--- config.mk ---
export PLATFORM = sky130hd
export DESIGN_NAME = bsc_alu
export DESIGN_NICKNAME = d
export VERILOG_FILES = /design/src/hdl/bsc_pkg.sv /design/src/hdl/bsc_alu.sv
export SDC_FILE = /design/constraint.sdc
export NUM_CORES = 1
export LEC_CHECK = 0
export CAP_MARGIN = 20
export CORE_ASPECT_RATIO = 1.1
export CORE_UTILIZATION = 25
export DETAILED_ROUTE_END_ITERATION = 16
export DONT_BUFFER_PORTS = 1
export GPL_TIMING_DRIVEN = 0
export PLACE_DENSITY = 0.49
export SYNTH_ARGS = -nofsm -noshare
export SYNTH_HDL_FRONTEND = slang
export SYNTH_SLANG_ARGS = --single-unit
export TNS_END_PERCENT = 30
--- constraint.sdc ---
create_clock -name vclk -period 3.2
set_input_delay 0.48 -clock vclk [all_inputs]
set_output_delay 0.48 -clock vclk [all_outputs]
set_load 0.01 [all_outputs]
--- src/hdl/bsc_pkg.sv ---
`timescale 1ns / 1ps
// ----------------------------------------------------------------------------
// Safety check package
// Shared sizes, command codes, sequencer states and bus structs of the
// deadlock-avoidance safety check unit.
// ----------------------------------------------------------------------------
package bsc_pkg;

  localparam int MAX_PROCS  = 16;
  localparam int MAX_RES    = 16;
  localparam int COUNT_BITS = 16;

  localparam int PROC_BITS  = $clog2(MAX_PROCS);
  localparam int RES_BITS   = $clog2(MAX_RES);
  localparam int ADDR_BITS  = PROC_BITS + RES_BITS;
  localparam int TBL_DEPTH  = MAX_PROCS * MAX_RES;
  localparam int WORK_BITS  = COUNT_BITS + 4;
  localparam int CFG_BITS   = 5;
  localparam int PCNT_BITS  = $clog2(MAX_PROCS + 1);
  localparam int RCNT_BITS  = $clog2(MAX_RES + 1);

  // Input transaction kinds.
  typedef enum logic [1:0] {
    CMD_LOAD_MAX   = 2'd0,
    CMD_LOAD_ALLOC = 2'd1,
    CMD_LOAD_AVAIL = 2'd2,
    CMD_RUN        = 2'd3
  } cmd_t;

  // Configuration register indexes.
  localparam logic REG_PROCESS_COUNT  = 1'b0;
  localparam logic REG_RESOURCE_COUNT = 1'b1;

  typedef enum logic [2:0] {
    ST_IDLE,
    ST_FIT_RD,
    ST_FIT_CMP,
    ST_ACC_RD,
    ST_ACC_ADD,
    ST_EMIT,
    ST_VERDICT
  } state_t;

  // Write request into the claim and allocation tables.
  typedef struct packed {
    logic                  max_we;
    logic                  alloc_we;
    logic [ADDR_BITS-1:0]  addr;
    logic [COUNT_BITS-1:0] data;
  } tbl_wr_t;

  // Registered read data of both tables at one address.
  typedef struct packed {
    logic [COUNT_BITS-1:0] max_claim;
    logic [COUNT_BITS-1:0] allocated;
  } tbl_rd_t;

  // A zero count register means one; anything above the maximum means the maximum.
  function automatic logic [PCNT_BITS-1:0] clamp_procs(input logic [CFG_BITS-1:0] v);
    logic [PCNT_BITS-1:0] res;
    if (v == '0) begin
      res = PCNT_BITS'(1);
    end else if (32'(v) > MAX_PROCS) begin
      res = PCNT_BITS'(MAX_PROCS);
    end else begin
      res = PCNT_BITS'(v);
    end
    return res;
  endfunction

  function automatic logic [RCNT_BITS-1:0] clamp_res(input logic [CFG_BITS-1:0] v);
    logic [RCNT_BITS-1:0] res;
    if (v == '0) begin
      res = RCNT_BITS'(1);
    end else if (32'(v) > MAX_RES) begin
      res = RCNT_BITS'(MAX_RES);
    end else begin
      res = RCNT_BITS'(v);
    end
    return res;
  endfunction

endpackage

--- src/hdl/bsc_alu.sv ---
`timescale 1ns / 1ps
// ----------------------------------------------------------------------------
// Safety check arithmetic unit
// Signed need-versus-work compare and saturating work accumulate for one
// resource at a time.
// ----------------------------------------------------------------------------
module bsc_alu (
  input  bsc_pkg::tbl_rd_t              rd,
  input  logic [bsc_pkg::WORK_BITS-1:0] work,
  output logic                          fit,
  output logic [bsc_pkg::WORK_BITS-1:0] work_sum
);

  logic signed [bsc_pkg::WORK_BITS:0] need;
  logic signed [bsc_pkg::WORK_BITS:0] work_s;
  logic        [bsc_pkg::WORK_BITS:0] sum;

  always_comb begin
    // Need may go negative when an entry is over-allocated; it then always fits.
    need     = $signed({(bsc_pkg::WORK_BITS + 1 - bsc_pkg::COUNT_BITS)'(0), rd.max_claim})
             - $signed({(bsc_pkg::WORK_BITS + 1 - bsc_pkg::COUNT_BITS)'(0), rd.allocated});
    work_s   = $signed({1'b0, work});
    fit      = (need <= work_s);
    sum      = {1'b0, work} + (bsc_pkg::WORK_BITS + 1)'(rd.allocated);
    work_sum = sum[bsc_pkg::WORK_BITS] ? '1 : sum[bsc_pkg::WORK_BITS-1:0];
  end

endmodule

* Word-level counts from Yosys, hierarchy flattened
Index checks and enable logic that the tools add are counted.
Storage, ports and cells: bits in registers 0, logic and storage cells 4
Operators by class: $add $sub $neg 2, $lt $le $gt $ge 1, muxes and demuxes 1
Operator list (count):
- 20-bit by 16-bit adder with 21-bit output | 1
- 17-bit by 21-bit less-or-equal comparator with 1-bit output | 1
- 20-bit 2-to-1 mux | 1
- 16-bit by 16-bit subtractor with 17-bit output | 1

* Depth between registers and ports, before layout
depth after elaboration 2, gate-level depth with buffers 16

* Least setup slack after synthesis
OpenSTA, ideal clock, no wires.
path type input-to-output, start in rd[9] (netlist bit), end out fit, data arrival time 3.045 ns, required time 2.720 ns, slack -0.325 ns, stages on the path 13, path buffers 1, cells stage by stage inv_1 -> ha_1 -> buf_2 -> and3_1 -> or3b_2 -> or3_1 -> nand3_1 -> ha_1 -> nor2b_1 -> o21ai_0 -> a21oi_1 -> or3_1 -> o211ai_1
On the way: word-level cells in the longest chain between the ends 2
RTL lines:
- start, declared | RTL line bsc_alu.sv:8 | input bsc_pkg::tbl_rd_t rd,
- 16-bit by 16-bit subtractor with 17-bit output | RTL line bsc_alu.sv:21 | - $signed({(bsc_pkg::WORK_BITS + 1 - bsc_pkg::COUNT_BITS)'(0), rd.allocated});
- 17-bit by 21-bit less-or-equal comparator with 1-bit output | RTL line bsc_alu.sv:23 | fit = (need <= work_s);
- end, declared | RTL line bsc_alu.sv:10 | output logic fit,
No other way between the ends.

* Final worst setup path
Ends and elaborated chain as after synthesis.

==> flow_summary_export.csv <==
group,metric,value,unit
setup_path,critPathBufInv,2,
cells_and_area,nets,452,
setup_path,slowest_stage,"nor4_4",
drt,wl_per_cell,15.21,um
global_routing,overflow,0,
logic_synthesis,ys_seq_area_frac,0,
cells_and_area,nClkBuffers,0,
logic_synthesis,synth_top_area_frac,0.2752,
sta,final.min_clock_period,3.675,ns
worst_hold_path,whs_endpoint,"work_sum[17]",
worst_hold_path,whs_path_depth,1,
sta,finalSetupViolations,1,
drt,dr.pass1.iters,4,
sta,relSlewSlack,0.6325,
floorplan,core,0.009351,mm2
sta,hold_violations,0,
global_routing,grt_pass1_vias,2357,
logic_synthesis,synth_warnings,0,
cells_and_area,regArea,0,um2
setup_path,cp-start-kind,"input port",
run,drv_cap,0,
sta,timing.hold.ws,1.069,ns
worst_hold_path,min-delay-start,"work[16]",
setup_path,critPathMaxFanout,3,
setup_path,critPathTopFamily,"compound AO/OA/AOI/OAI gates",
drt,vias,2402,
global_routing,grt_max_degree,11,
placement,place_hpwl,6.116,mm
run_status,outcome,"complete, but fails checks",
setup_path,worstPathRequired,2.72,ns
floorplan,initial_utilization,0.2577,
setup_path,critPathKind,"in -> out",
sta,rsz0062_at_grt,"yes",
power,cellPowerDensity,213.8,mW/mm2
floorplan,pin_count,73,
cells_and_area,syn2layout_area_growth,18.85,%
run_status,violations,"setup timing",
drt,drtIter0Drc,96,
logic_synthesis,synth.distinct_cells,59,
floorplan,row_count,37,
placement,port_buffers,0,
logic_synthesis,synthCells,337,
logic_synthesis,synth_top_cell_by_area,"ha_1",
global_routing,antenna_found_initial,0,
global_routing,grt_pass1_wl,11.22,mm
setup_path,crit_chain,"inv_6 > ha_4 > buf_6 > and3_4 > and3_4 > o211ai_1 > a31oi_2 > nor4_2 > a311o_1 > ha_4 > nand4_1 > nor4_4 > a41oi_2 > o211ai_1",
sta,slew_viol_final,0,
logic_synthesis,syn_avg_cell_area,7.151,um2
power,power_leakage,0.001273,uW
cells_and_area,nFillCells,1030,
drt,drc,0,
floorplan,die_w,95.61,um
setup_path,arrival,3.20,ns
drt,antenna_left,0,
power,ir_drop,0.08070,mV
placement,pre_cts_slack,-0.8212,ns
floorplan,dieArea,0.01004,mm2
sta,fin_ws,-0.4752,ns
worst_hold_path,hp-class,"in -> out",
sta,worstMarginPinSlew,0.5466,ns
setup_path,worst_setup_path_end_kind,"primary output",
setup_path,max_stage_delay,0.35,ns
logic_synthesis,syn-num-nets,444,
cells_and_area,n_sequential_cell,0,
drt,vias_per_cell,5.222,
setup_path,path_depth,14,
sta,timing.final.crit_share,1.149,
cells_and_area,drive_above_1_share,0.1924,
placement,gp_congestion,0.8904,
floorplan,die_y,105.0,um
global_routing,grt_util_all_layers,0.1373,
drt,drt-total-wl,6.995,mm
sta,fmax,272.1,MHz
cells_and_area,insertedDiodeCount,0,
logic_synthesis,synthTopCellsByArea,"ha_1 28%, inv_1 7.2%, a21oi_1 6.4%",
logic_synthesis,syn_area,0.002410,mm2
[area by class of cell]
cell class | instances | area (um2) | share of cell area
plain buffers | 3 | 42.54 | 0.01485
repair buffers | 6 | 45.04 | 0.01573
well taps | 117 | 146.4 | 0.05111
multi-input cells | 288 | 2447 | 0.8545
inverters | 46 | 182.7 | 0.06378
[cells by family after synthesis]
kind of cell | Yosys count | share of synthesized area
XOR/XNOR | 18 | 0.06542
adder cells (fa/ha/maj) | 55 | 0.2918
AND/OR/NAND/NOR | 103 | 0.2321
AO/OA/AOI/OAI | 110 | 0.3157
buffers and inverters | 49 | 0.08671
multiplexers | 2 | 0.008308
[power breakdown]
part	switching [uW]	internal, uW	leakage (uW)
Sequential	0	0	0
Combinational	344	268	0.00127
Clock	0	0	0
Total	344	268	0.00127
[synth_stat cells (2+ instances only)]
library cell  number
o21a_1             8
a211oi_1           4
o211ai_1           6
nor4_1             2
or3_1              5
nor3_1             4
o21ai_1            3
o31ai_1            3
o31a_1             2
and3_1             4
o2bb2ai_1          2
a21o_1             6
inv_1             46
nand3_1            7
mux2i_1            2
nand2b_1           7
fa_1               2
and4b_1            2
a41oi_1            3
nor3b_1            3
a311oi_1           2
nand4_1            5
nor2b_1            8
ha_1              53
and2_2             2
o21ai_0           19
nor2_1            21
a21boi_0           3
a31oi_1            2
xnor2_1           12
a21oi_1           31
nand2_2            9
xor2_1             6
nand2_1           18
[layout by cell type, fill, tap and decap left out, types with 5 or more instances in the layout]
cell       n
nor2_1    21
o21ai_1    6
o21ai_0   14
nand4_1    5
buf_4      6
or3_1      5
o21a_1     8
ha_4       8
nand3_1    7
xor2_1     6
nand2_2   10
nand2_1   17
ha_1      42
o211ai_1   6
inv_1     42
nor2b_1    6
xnor2_1   12
a21oi_1   27
nand2b_1   7
a21o_1     6
[through the flow]
stage / util / instance area [um2] / total power, uW / TNS, ns / instances
finish: 0.3063 / 2864 / 612.3 / -0.4752 / 460
detailed placement: 0.2767 / 2587 / 547.5 / -0.8212 / 454
global route: 0.3063 / 2864 / 686.2 / -0.6355 / 460
floorplan: - / 2441 / 447.2 / -0.2158 / 337
CTS: 0.2913 / 2724 / 577.9 / -0.5305 / 458
global placement: 0.2767 / 2587 / 539.7 / -0.7792 / 454
[how the worst max path moves through the flow]
stage,from,to,slack (ns)
after floorplan,rd[9],fit,-0.22
after global placement,rd[16],fit,-0.78
after detailed placement,rd[16],fit,-0.82
after CTS,rd[9],fit,-0.53
after global routing,rd[5],fit,-0.64
final,rd[9],fit,-0.48
[metal layers]
| layer | wire, um | track usage | share of wire |
|---|---|---|---|
| met3 | 888 | 0.05604 | 0.13 |
| met4 | 53 | 0.009595 | 0.0076 |
| met5 | 0 | 0 | 0 |
| met1 | 3097 | 0.1767 | 0.44 |
| met2 | 2955 | 0.2219 | 0.42 |
[repair_timing]
action / in CTS / in global routing
setup endpoints to repair: 1 / 1
buffers inserted: 4 / 2
pin swaps: 12 / 18
hold buffers: 0 / 0
gates resized for setup: 19 / 28
Note: power is estimated with default switching activity, not from simulation.
